[src/rtl/core/lcnc_pkg.sv]
// ---------------------------------------------------------------------------
// lcnc_pkg: shared definitions of the Luhn card number classifier
// Field widths, class codes, prefix limits, sequencer states and the
// control and status bundles between the top level and the BCD converter.
// ---------------------------------------------------------------------------
package lcnc_pkg;

	// Field widths of one request and one result.
	localparam int CARD_W     = 63;
	localparam int DATA_IN_W  = 64;
	localparam int CLS_W      = 2;
	localparam int CNT_W      = 5;
	localparam int PAIR_W     = 7;
	localparam int DATA_OUT_W = 16;

	// Default number of digits that are scanned.
	localparam int MAX_DIGITS_DEF = 19;

	// Binary to BCD converter: 19 digits hold any 63-bit value.
	localparam int BCD_DIGITS = 19;
	localparam int BCD_W      = 4 * BCD_DIGITS;
	localparam int DAB_BITS   = 8;
	localparam int DAB_STEPS  = 8;
	localparam int DAB_CNT_W  = 3;
	localparam int BIN_W      = DAB_BITS * DAB_STEPS;

	// Result classes.
	localparam logic [CLS_W-1:0] CLS_INVALID = 2'd0;
	localparam logic [CLS_W-1:0] CLS_BRAND_A = 2'd1;
	localparam logic [CLS_W-1:0] CLS_BRAND_B = 2'd2;
	localparam logic [CLS_W-1:0] CLS_BRAND_C = 2'd3;

	// Length and prefix rules.
	localparam logic [CNT_W-1:0]  LEN_A      = 5'd16;
	localparam logic [PAIR_W-1:0] PFX_A_LO   = 7'd51;
	localparam logic [PAIR_W-1:0] PFX_A_HI   = 7'd55;
	localparam logic [CNT_W-1:0]  LEN_B      = 5'd15;
	localparam logic [PAIR_W-1:0] PFX_B_0    = 7'd34;
	localparam logic [PAIR_W-1:0] PFX_B_1    = 7'd37;
	localparam logic [CNT_W-1:0]  LEN_C_0    = 5'd13;
	localparam logic [CNT_W-1:0]  LEN_C_1    = 5'd16;
	localparam logic [3:0]        LEAD_C     = 4'd4;

	typedef enum logic [1:0] {
		ST_IDLE,
		ST_CONV,
		ST_SCAN,
		ST_FIN
	} lcnc_state_t;

	typedef struct packed {
		logic load;
		logic shift;
	} lcnc_conv_ctl_t;

	typedef struct packed {
		logic       busy;
		logic       too_long;
		logic [3:0] digit;
	} lcnc_conv_sts_t;

	// Digit sum of twice a decimal digit.
	function automatic logic [3:0] luhn_double(input logic [3:0] d);
		logic [3:0] r;
		case (d)
			4'd0:    r = 4'd0;
			4'd1:    r = 4'd2;
			4'd2:    r = 4'd4;
			4'd3:    r = 4'd6;
			4'd4:    r = 4'd8;
			4'd5:    r = 4'd1;
			4'd6:    r = 4'd3;
			4'd7:    r = 4'd5;
			4'd8:    r = 4'd7;
			4'd9:    r = 4'd9;
			default: r = 4'd0;
		endcase
		return r;
	endfunction

endpackage

[src/rtl/core/lcnc_b2bcd.sv]
// ---------------------------------------------------------------------------
// lcnc_b2bcd: iterative binary to BCD converter
// Shift-and-add-3 conversion, eight bits per cycle, then hands out the
// digits least significant first, one per shift command.
// ---------------------------------------------------------------------------
module lcnc_b2bcd #(
	parameter int MAX_DIGITS = lcnc_pkg::MAX_DIGITS_DEF
) (
	input  logic                        clk,
	input  logic                        arst_n,
	input  lcnc_pkg::lcnc_conv_ctl_t    ctl,
	input  logic [lcnc_pkg::CARD_W-1:0] bin,
	output lcnc_pkg::lcnc_conv_sts_t    sts
);
	import lcnc_pkg::*;

	logic [BIN_W-1:0]     bin_q;
	logic [BCD_W-1:0]     bcd_q;
	logic [DAB_CNT_W-1:0] step_q;
	logic                 busy_q;
	logic [BIN_W-1:0]     bin_nxt;
	logic [BCD_W-1:0]     bcd_nxt;
	logic                 too_long;

	always_comb begin
		logic [BCD_W-1:0] b;
		logic [BIN_W-1:0] r;
		b = bcd_q;
		r = bin_q;
		for (int s = 0; s < DAB_BITS; s++) begin
			for (int k = 0; k < BCD_DIGITS; k++) begin
				if (b[4*k +: 4] >= 4'd5) begin
					b[4*k +: 4] = b[4*k +: 4] + 4'd3;
				end
			end
			b = {b[BCD_W-2:0], r[BIN_W-1]};
			r = {r[BIN_W-2:0], 1'b0};
		end
		bcd_nxt = b;
		bin_nxt = r;
	end

	// Any nonzero digit beyond the scanned range marks the number too long.
	always_comb begin
		too_long = 1'b0;
		for (int k = 0; k < BCD_DIGITS; k++) begin
			if (k >= MAX_DIGITS) begin
				too_long = too_long | (|bcd_q[4*k +: 4]);
			end
		end
	end

	always_ff @(posedge clk or negedge arst_n) begin
		if (!arst_n) begin
			busy_q <= 1'b0;
			step_q <= '0;
		end else if (ctl.load) begin
			busy_q <= 1'b1;
			step_q <= '0;
		end else if (busy_q) begin
			step_q <= step_q + DAB_CNT_W'(1);
			if (step_q == DAB_CNT_W'(DAB_STEPS - 1)) begin
				busy_q <= 1'b0;
			end
		end
	end

	always_ff @(posedge clk) begin
		if (ctl.load) begin
			bin_q <= BIN_W'(bin);
			bcd_q <= '0;
		end else if (busy_q) begin
			bin_q <= bin_nxt;
			bcd_q <= bcd_nxt;
		end else if (ctl.shift) begin
			bcd_q <= {4'd0, bcd_q[BCD_W-1:4]};
		end
	end

	assign sts.busy     = busy_q;
	assign sts.too_long = too_long;
	assign sts.digit    = bcd_q[3:0];

endmodule

[src/rtl/core/luhn_card_number_classifier.sv]
// ---------------------------------------------------------------------------
// luhn_card_number_classifier: Luhn mod-10 check and brand classification
// Converts a binary card number to decimal, checks the Luhn sum, counts the
// digits, takes the leading pair and sorts the number into a brand class.
// ---------------------------------------------------------------------------
// One request is taken at a time: the block is not ready for another card
// number until it is through with the last one. The 63-bit number is first
// converted to BCD,
// eight bits per cycle through one shift-and-add-3 unit; then one digit per
// cycle, least significant first, passes the Luhn accumulator, which keeps
// the sum modulo ten with one add and one compare-subtract. The digit scan
// over MAX_DIGITS positions sets the bulk of the latency. A finished result
// sits in an output register, so the next card number is accepted while
// the previous result still waits for the consumer. Zero reads as invalid
// with a count of zero and a passing checksum; a number with more digits
// than MAX_DIGITS reads as invalid with a count of MAX_DIGITS + 1.
module luhn_card_number_classifier #(
	parameter int MAX_DIGITS = lcnc_pkg::MAX_DIGITS_DEF
) (
	input  logic                            clk,
	input  logic                            arst_n,
	// s_axis_tdata: card_number [62:0], zero [63]
	input  logic                            s_axis_tvalid,
	output logic                            s_axis_tready,
	input  logic [lcnc_pkg::DATA_IN_W-1:0]  s_axis_tdata,
	// m_axis_tdata: card_class [1:0], checksum_ok [2], digit_count [7:3],
	// leading_pair [14:8], zero [15]
	output logic                            m_axis_tvalid,
	input  logic                            m_axis_tready,
	output logic [lcnc_pkg::DATA_OUT_W-1:0] m_axis_tdata
);
	import lcnc_pkg::*;

	lcnc_state_t    state_q;
	lcnc_state_t    state_nxt;
	lcnc_conv_ctl_t conv_ctl;
	lcnc_conv_sts_t conv_sts;

	logic                  fin_go;
	logic [CNT_W-1:0]      idx_q;
	logic [3:0]            sum_q;
	logic [CNT_W-1:0]      count_q;
	logic [3:0]            top_q;
	logic [3:0]            below_q;
	logic [3:0]            prev_q;
	logic                  too_long_q;
	logic                  out_valid_q;
	logic [DATA_OUT_W-1:0] out_data_q;

	logic [3:0]        addend;
	logic [4:0]        sum_raw;
	logic [3:0]        sum_nxt;
	logic [PAIR_W-1:0] pair;
	logic              ok;
	logic [CLS_W-1:0]  cls;
	logic [CLS_W-1:0]  res_cls;
	logic              res_ok;
	logic [CNT_W-1:0]  res_count;
	logic [PAIR_W-1:0] res_pair;

	lcnc_b2bcd #(
		.MAX_DIGITS(MAX_DIGITS)
	) u_b2bcd (
		.clk    (clk),
		.arst_n (arst_n),
		.ctl    (conv_ctl),
		.bin    (s_axis_tdata[CARD_W-1:0]),
		.sts    (conv_sts)
	);

	// Sequencer: next state.
	always_comb begin
		state_nxt = state_q;
		unique case (state_q)
			ST_IDLE: begin
				if (s_axis_tvalid) begin
					state_nxt = ST_CONV;
				end
			end
			ST_CONV: begin
				if (!conv_sts.busy) begin
					state_nxt = ST_SCAN;
				end
			end
			ST_SCAN: begin
				if (idx_q == CNT_W'(MAX_DIGITS - 1)) begin
					state_nxt = ST_FIN;
				end
			end
			ST_FIN: begin
				if (!out_valid_q || m_axis_tready) begin
					state_nxt = ST_IDLE;
				end
			end
			default: state_nxt = ST_IDLE;
		endcase
	end

	// Sequencer: outputs.
	always_comb begin
		s_axis_tready  = 1'b0;
		conv_ctl.load  = 1'b0;
		conv_ctl.shift = 1'b0;
		fin_go         = 1'b0;
		unique case (state_q)
			ST_IDLE: begin
				s_axis_tready = 1'b1;
				conv_ctl.load = s_axis_tvalid;
			end
			ST_CONV: begin
			end
			ST_SCAN: begin
				conv_ctl.shift = 1'b1;
			end
			ST_FIN: begin
				fin_go = !out_valid_q || m_axis_tready;
			end
			default: begin
			end
		endcase
	end

	always_ff @(posedge clk or negedge arst_n) begin
		if (!arst_n) begin
			state_q <= ST_IDLE;
		end else begin
			state_q <= state_nxt;
		end
	end

	// Luhn accumulator: odd positions from the right add the digit, even
	// positions add the digit sum of its double. The sum is kept modulo ten.
	assign addend  = idx_q[0] ? luhn_double(conv_sts.digit) : conv_sts.digit;
	assign sum_raw = {1'b0, sum_q} + {1'b0, addend};
	assign sum_nxt = (sum_raw >= 5'd10) ? 4'(sum_raw - 5'd10) : sum_raw[3:0];

	always_ff @(posedge clk or negedge arst_n) begin
		if (!arst_n) begin
			idx_q <= '0;
		end else if (conv_ctl.load) begin
			idx_q <= '0;
		end else if (conv_ctl.shift) begin
			idx_q <= idx_q + CNT_W'(1);
		end
	end

	always_ff @(posedge clk) begin
		if (conv_ctl.load) begin
			sum_q   <= '0;
			count_q <= '0;
			top_q   <= '0;
			below_q <= '0;
			prev_q  <= '0;
		end else if (conv_ctl.shift) begin
			sum_q  <= sum_nxt;
			prev_q <= conv_sts.digit;
			// The most significant nonzero digit so far fixes the length
			// and the leading pair; leading zeros never reach it.
			if (conv_sts.digit != 4'd0) begin
				count_q <= idx_q + CNT_W'(1);
				top_q   <= conv_sts.digit;
				below_q <= prev_q;
			end
		end
		if (state_q == ST_CONV && !conv_sts.busy) begin
			too_long_q <= conv_sts.too_long;
		end
	end

	// Leading pair: nothing for zero, the digit itself for one digit.
	always_comb begin
		if (count_q == CNT_W'(0)) begin
			pair = '0;
		end else if (count_q == CNT_W'(1)) begin
			pair = PAIR_W'(top_q);
		end else begin
			pair = PAIR_W'({top_q, 3'b000}) + PAIR_W'({top_q, 1'b0}) + PAIR_W'(below_q);
		end
	end

	assign ok = (sum_q == 4'd0);

	// Classes are tried in the order brand A, brand B, brand C.
	always_comb begin
		cls = CLS_INVALID;
		if (ok) begin
			if (count_q == LEN_A && pair >= PFX_A_LO && pair <= PFX_A_HI) begin
				cls = CLS_BRAND_A;
			end else if (count_q == LEN_B && (pair == PFX_B_0 || pair == PFX_B_1)) begin
				cls = CLS_BRAND_B;
			end else if ((count_q == LEN_C_0 || count_q == LEN_C_1) && top_q == LEAD_C) begin
				cls = CLS_BRAND_C;
			end
		end
	end

	always_comb begin
		if (too_long_q) begin
			res_cls   = CLS_INVALID;
			res_ok    = 1'b0;
			res_count = CNT_W'(MAX_DIGITS + 1);
			res_pair  = '0;
		end else begin
			res_cls   = cls;
			res_ok    = ok;
			res_count = count_q;
			res_pair  = pair;
		end
	end

	// Output register: holds the result until the consumer takes it.
	always_ff @(posedge clk or negedge arst_n) begin
		if (!arst_n) begin
			out_valid_q <= 1'b0;
		end else if (fin_go) begin
			out_valid_q <= 1'b1;
		end else if (m_axis_tready) begin
			out_valid_q <= 1'b0;
		end
	end

	always_ff @(posedge clk) begin
		if (fin_go) begin
			out_data_q <= {1'b0, res_pair, res_count, res_ok, res_cls};
		end
	end

	assign m_axis_tvalid = out_valid_q;
	assign m_axis_tdata  = out_data_q;

endmodule

[config.mk]
export PLATFORM = sky130hd
export DESIGN_NAME = luhn_card_number_classifier
export DESIGN_NICKNAME = d
export VERILOG_FILES = /design/src/rtl/core/lcnc_pkg.sv /design/src/rtl/core/lcnc_b2bcd.sv /design/src/rtl/core/luhn_card_number_classifier.sv
export SDC_FILE = /design/constraint.sdc
export NUM_CORES = 1
export LEC_CHECK = 0
export BUFFER_PORTS_ARGS = -buffer_cell sky130_fd_sc_hd__buf_2
export CORE_UTILIZATION = 35
export CTS_BUF_LIST = sky130_fd_sc_hd__clkbuf_4 sky130_fd_sc_hd__clkbuf_8
export DETAILED_ROUTE_END_ITERATION = 16
export GPL_ROUTABILITY_DRIVEN = 0
export PLACE_DENSITY_LB_ADDON = 0.25
export SYNTH_ARGS = -nofsm -noshare
export SYNTH_HDL_FRONTEND = slang
export SYNTH_SLANG_ARGS = --single-unit
[constraint.sdc]
create_clock -name clk -period 23.6 [get_ports clk]
set_input_delay 4.72 -clock clk [delete_from_list [all_inputs] [get_ports clk]]
set_output_delay 4.72 -clock clk [all_outputs]
set_load 0.005 [all_outputs]
==> run metrics, run 1 <==
Max Root-Sink Buffers 2; worst hold endpoint below_q[0]$_SDFFE_PP0P_; Layout area overhead 6.81%; RSZ-0062 raised after global routing no; Core Box Area 77800 µm²; clk sinks 192; critical path fanouts, max 10; vias in the first global route 22980; total die area 80300 µm²; CTS tree built; Largest stage delay, worst path 0.55 ns; ANT nets after route 0; CP max-delay cell or4_4; final setup TNS 0 ns; final WL 65500 µm; Worst slew margin 26.5%; Reg2Reg Depth 44; Synth Area per Inst 7.69 µm²; Post-CTS Resized 0; Avg Vias per Cell 5.26; Root Driver clkbuf_8; adder-cell share of the synthesized area 14.8%; Post-layout nets 4012; Startpoint Class flip-flop; CTS buffer count 17; FFs w/ async S/R, synth 6.25%; post-synthesis mux area share 11.5%; Final Hold Vio Count 0; first-pass detailed-route iteration total 6; post-detailed-placement half-perimeter wirelength 51100 µm; Initial Util 35.6%; final count of pins violating max slew 0; initial drt markers 1070; GRT Total Usage 16.0%; Post-route DRC 0; first-pass GRT wire length 111000 µm; f_max 0.0933 GHz; Synth cell types 114; syn nets 4000; die height 283 µm; Worst Hold Class flip-flop to flip-flop; data required time of the worst path 24.03 ns; via count 24544; CTS H-tree depth 4; synthesized instance count 3605; Post-synth top flop dfxtp_1; CTS clk-pin slew, worst paths 0.11 ns; largest net degree at the start of global routing 92; EDFF count, synth 78; placed insts 4638; outcome finished clean; most frequent cells in the layout 434 x nand2_1, 352 x inv_1, 323 x ha_1; Crit Reg-Reg Startpoint u_b2bcd.bcd_q[0]$_SDFFE_PP0N_; post-synthesis xor/xnor area fraction 4.55%; min cycle time layout 10.72 ns; FF/Latch Area 4690 µm²; Avg WL per Cell 14.0 µm; most frequent CP cell ha_1; R2R Setup Slk 12.88 ns; Max Clock Skew 0.0243 ns; post-CTS setup buffers 0; diode count 0; Critical Path AT 11.15 ns; Post-Synth Simple-Gate Area 22.3%; IO buf count 83; commonest non-fill, non-tap cell in the layout nand2_1; Final setup viols 0; sequential share of the synthesized area 16.9%; layout cells sized above 1 8.62%; Fill cells 8220; multi-input logic area 21400 µm²; combinational family with the most area after synthesis compound AO/OA/AOI/OAI gates; top-level I/O count 86; Slew @ Worst Pin 1.09 ns; Max Cap Violations 0; antenna violations before repair 0; Final period util 45.4%; Hold Crit Start prev_q[0]$_SDFFE_PP0P_; #FFs+latches synth 192; non-filler instance count after layout 4670; CP endpoint kind flip-flop; later-pin clock latency in the skew report 0.52 ns; critical path class flip-flop to flip-flop; Cell Area, Synth 27700 µm²; GR Overflow Total 0; hold depth 2; YS warnings 0; row count 102; Compound-Gate Fraction of Synth Area 23.8%; hold_buf cts 0; Die Wd 283 µm
==> through the flow <==
stage                     setup WS [ns]  utilization (%)  hold WS, ns  cell area, µm²
after CTS                         12.92             38.0        0.444           29600
final                             12.88             38.0        0.440           29600
after detailed placement          12.98             37.4        0.446           29100
after floorplan                   14.31                -        0.431           27700
after global routing              12.01             38.0        0.488           29600
after global placement            13.06             37.4        0.441           29100
==> how the worst max path moves through the flow <==
stage / startpoint / endpoint / slack (ns) / cells after the start
after floorplan: u_b2bcd.bcd_q[0]$_SDFFE_PP0N_ / flip-flop / 14.31 / 46
after global placement: u_b2bcd.bcd_q[0]$_SDFFE_PP0N_ / flip-flop / 13.06 / 44
after detailed placement: u_b2bcd.bcd_q[0]$_SDFFE_PP0N_ / flip-flop / 12.98 / 44
after CTS: u_b2bcd.bcd_q[0]$_SDFFE_PP0N_ / flip-flop / 12.92 / 44
after global routing: u_b2bcd.bcd_q[0]$_SDFFE_PP0N_ / flip-flop / 12.01 / 45
final: u_b2bcd.bcd_q[0]$_SDFFE_PP0N_ / flip-flop / 12.88 / 44
==> state kept, by name (all words and copies together) (netlist names), 4 cells and up, named ones only <==
name,cells
below_q,4
sum_q,4
top_q,4
count_q,5
m_axis_tdata,15
idx_q,5
u_b2bcd.bin_q,64
prev_q,4
u_b2bcd.bcd_q,76
==> final cells by class <==
class                           instances  area share, %
Multi-Input combinational cell       2962           72.1
Sequential cell                       192           15.8
Inverter                              354           4.49
Tap cell                             1040           4.40
Timing Repair Buffer                   90           1.58
Clock buffer                           18          0.837
Clock inverter                         14          0.719
==> logic make-up after synthesis <==
family	after synthesis
muxes	303
xor gates and xnor gates	143
buffers and inverters	451
and+or+nand+nor	1222
adders and majority gates	327
AOI/OAI and AO/OA	966
other	1
DFF	192
==> critical path, delay by kind of cell (launching register included) <==
family	cells	cell delay (ns)
flip-flops	1	0.54
buffers and inverters	3	0.32
adder cells (fa/ha/maj)	8	2.25
XOR/XNOR	4	1.29
AND/OR/NAND/NOR	17	3.60
AO/OA/AOI/OAI	12	2.66
==> layer usage <==
layer  vias up  share of wire [%]  GRT usage, %
met1     11363                 50          21.4
met3        32                1.8          1.32
met2       202                 48          28.3
met4         0               0.78          2.38
met5         -                  0             0
li1      12947                  -             -
==> synth_stat cells (all sizes together) (78+ instances only) <==
cell    number  area [µm²]
o21ai      223        1130
a21oi      212        1070
dfxtp      102        2040
xnor2      106         936
nand2b     118         738
mux2        95        1080
inv        354        1330
nor2       188         713
mux2i      208        2100
nand2      437        1640
nor2b       84         526
ha         324        4050
edfxtp      78        2340
Power of run 1 is not shown: default switching activity piles up to over one toggle a cycle in this logic, so the estimate is an artifact.
==> run 2, diff against run 1 <==
Clock period 23.6 ns to 9.8 ns, I/O delays scaled along.
==> run 2 against run 1 <==
Effect of this change: global-route usage is essentially flat; clock-buffer cell count shrank 1; die area is the same; first-iteration DRC count shrank 2.1%; critical path type unchanged; final area grew 4.4%; core utilization grew 1.7 points; non-clock buffer count grew 89; via count grew 1.8%.
==> run metrics, run 2 (same netlist as run 1, synthesis figures left out) <==
CP max-delay cell or4_4 (unchanged); Final period util 94.5% (was 45.4%); Max Cap Violations 0 (unchanged); CTS tree built (unchanged); Reg2Reg Depth 45 (was 44); Final Hold Vio Count 0 (unchanged); most frequent CP cell ha_1 (unchanged); post-detailed-placement half-perimeter wirelength 51300 µm (was 51100 µm); layout cells sized above 1 13.9% (was 8.62%); via count 24987 (was 24544); top-level I/O count 86 (unchanged); CTS buffer count 17 (unchanged); Root Driver clkbuf_8 (unchanged); Hold Crit Start prev_q[0]$_SDFFE_PP0P_ (unchanged); Final setup viols 0 (unchanged); Place WS 0.0772 ns (was 12.98 ns); Largest stage delay, worst path 0.42 ns (was 0.55 ns); f_max 0.108 GHz (was 0.0933 GHz); Max Root-Sink Buffers 2 (unchanged); data required time of the worst path 10.24 ns (was 24.03 ns); critical path class flip-flop to flip-flop (unchanged); Worst slew margin 22.7% (was 26.5%); row count 102 (unchanged); initial drt markers 1047 (was 1070); max FFs per register 76 (unchanged); R2R Setup Slk 0.54 ns (was 12.88 ns); min cycle time layout 9.26 ns (was 10.72 ns); IO buf count 83 (unchanged); Layout area overhead 11.5% (was 6.81%); antenna violations before repair 1 (was 0); Avg WL per Cell 14.0 µm (about the same); most frequent cells in the layout 433 x nand2_1, 352 x inv_1, 316 x ha_1 (was 434 x nand2_1, 352 x inv_1, 323 x ha_1); final count of pins violating max slew 0 (unchanged); first-pass detailed-route iteration total 5 (was 6); Crit Reg-Reg Startpoint u_b2bcd.bcd_q[0]$_SDFFE_PP0N_ (unchanged); vias in the first global route 23239 (was 22980); Fill cells 8138 (was 8220); critical path fanouts, max 9 (was 10); CTS clk-pin slew, worst paths 0.10 ns (was 0.11 ns); CTS H-tree depth 4 (unchanged); Avg Vias per Cell 5.25 (was 5.26); Post-route DRC 0 (unchanged); Worst Hold Class flip-flop to flip-flop (unchanged); worst hold endpoint below_q[0]$_SDFFE_PP0P_ (unchanged); CP endpoint kind flip-flop (unchanged); Startpoint Class flip-flop (unchanged); Slew @ Worst Pin 1.15 ns (was 1.09 ns); first-pass GRT wire length 111000 µm (about the same); total die area 80300 µm² (unchanged); largest net degree at the start of global routing 89 (was 92); final worst slack 0.540 ns (was 12.88 ns); RSZ-0062 raised after global routing yes (was no); Core Box Area 77800 µm² (unchanged); Max Clock Skew 0.0274 ns (was 0.0243 ns); later-pin clock latency in the skew report 0.52 ns (about the same); Critical Path AT 9.69 ns (was 11.15 ns); commonest non-fill, non-tap cell in the layout nand2_1 (unchanged); hold depth 2 (unchanged); clk sinks 192 (unchanged); GRT Total Usage 16.0% (about the same); ANT nets after route 0 (unchanged); Die Wd 283 µm (unchanged); GR Overflow Total 0 (unchanged); Biggest register u_b2bcd.bcd_q (unchanged); Initial Util 35.6% (unchanged); outcome finished clean (unchanged); die height 283 µm (unchanged); Post-layout nets 4101 (was 4012); final WL 66700 µm (was 65500 µm)
-- run 2: changes by cell type in the layout (fill, tap and decap cells not counted), sizes merged --
cell and delta:
clkbuf -1, diode +1, clkinvlp +1, buf +89
-- run 2: per-stage QoR --
step,hold slack [ns],std cells,instance area [µm²],setup TNS [ns],utilization (%)
4_1_cts,0.445,4738,30100,0,38.7
3_5_place_dp,0.450,4706,29600,0,38.1
6_report,0.443,4760,30900,0,39.7
3_3_place_gp,0.445,4706,29600,0,38.1
5_1_grt,0.460,4760,30900,-0.358,39.7
2_1_floorplan,0.431,3605,27700,0,-
-- run 2: layout make-up --
type	count	area, µm²	share of cell area [%]
Tap cell	1040	1300	4.21
Timing Repair Buffer	179	1140	3.68
Clock buffer	17	234	0.757
Multi-Input combinational cell	2962	22000	71.1
Clock inverter	15	215	0.697
Sequential cell	192	4700	15.2
Antenna cell	1	2.50	0.00810
Inverter	354	1330	4.30
-- run 2: how the worst max path moves through the flow --
stage | start | endpoint | slack [ns] | cells past startpoint
floorplan | u_b2bcd.bcd_q[0]$_SDFFE_PP0N_ | flip-flop | 0.51 | 46
global placement | u_b2bcd.bcd_q[1]$_SDFFE_PP0N_ | flip-flop | 0.21 | 44
detailed placement | u_b2bcd.bcd_q[1]$_SDFFE_PP0N_ | flip-flop | 0.08 | 45
CTS | u_b2bcd.bcd_q[1]$_SDFFE_PP0N_ | flip-flop | 0.04 | 45
global route | u_b2bcd.bcd_q[60]$_SDFFE_PP0N_ | u_b2bcd.bcd_q[62]$_SDFFE_PP0N_ | -0.09 | 46
finish | u_b2bcd.bcd_q[0]$_SDFFE_PP0N_ | flip-flop | 0.54 | 45
-- run 2: what timing repair did --
action                     4_1_cts  5_1_grt
setup endpoints to repair        0       72
setup buffers                    0       21
hold buffers                     0        0
gates resized for setup          0      132
-- run 2: worst max-delay path, delay by kind of cell, from the launching register on --
family	cells	cell delay [ns]
fa+ha+maj	8	1.68
xor+xnor	5	0.84
simple gates	17	2.96
flops	1	0.33
buf+inv	3	0.50
compound gates	12	2.87
-- run 2: per-layer routing --
| metal | track usage (%) | up-vias | wire length (µm) |
|---|---|---|---|
| li1 | - | 13111 | - |
| met5 | 0 | - | 0 |
| met4 | 2.42 | 0 | 559 |
| met1 | 21.2 | 11640 | 32800 |
| met2 | 28.5 | 208 | 32300 |
| met3 | 1.29 | 28 | 1140 |
Power of run 2 is left out for the same reason.
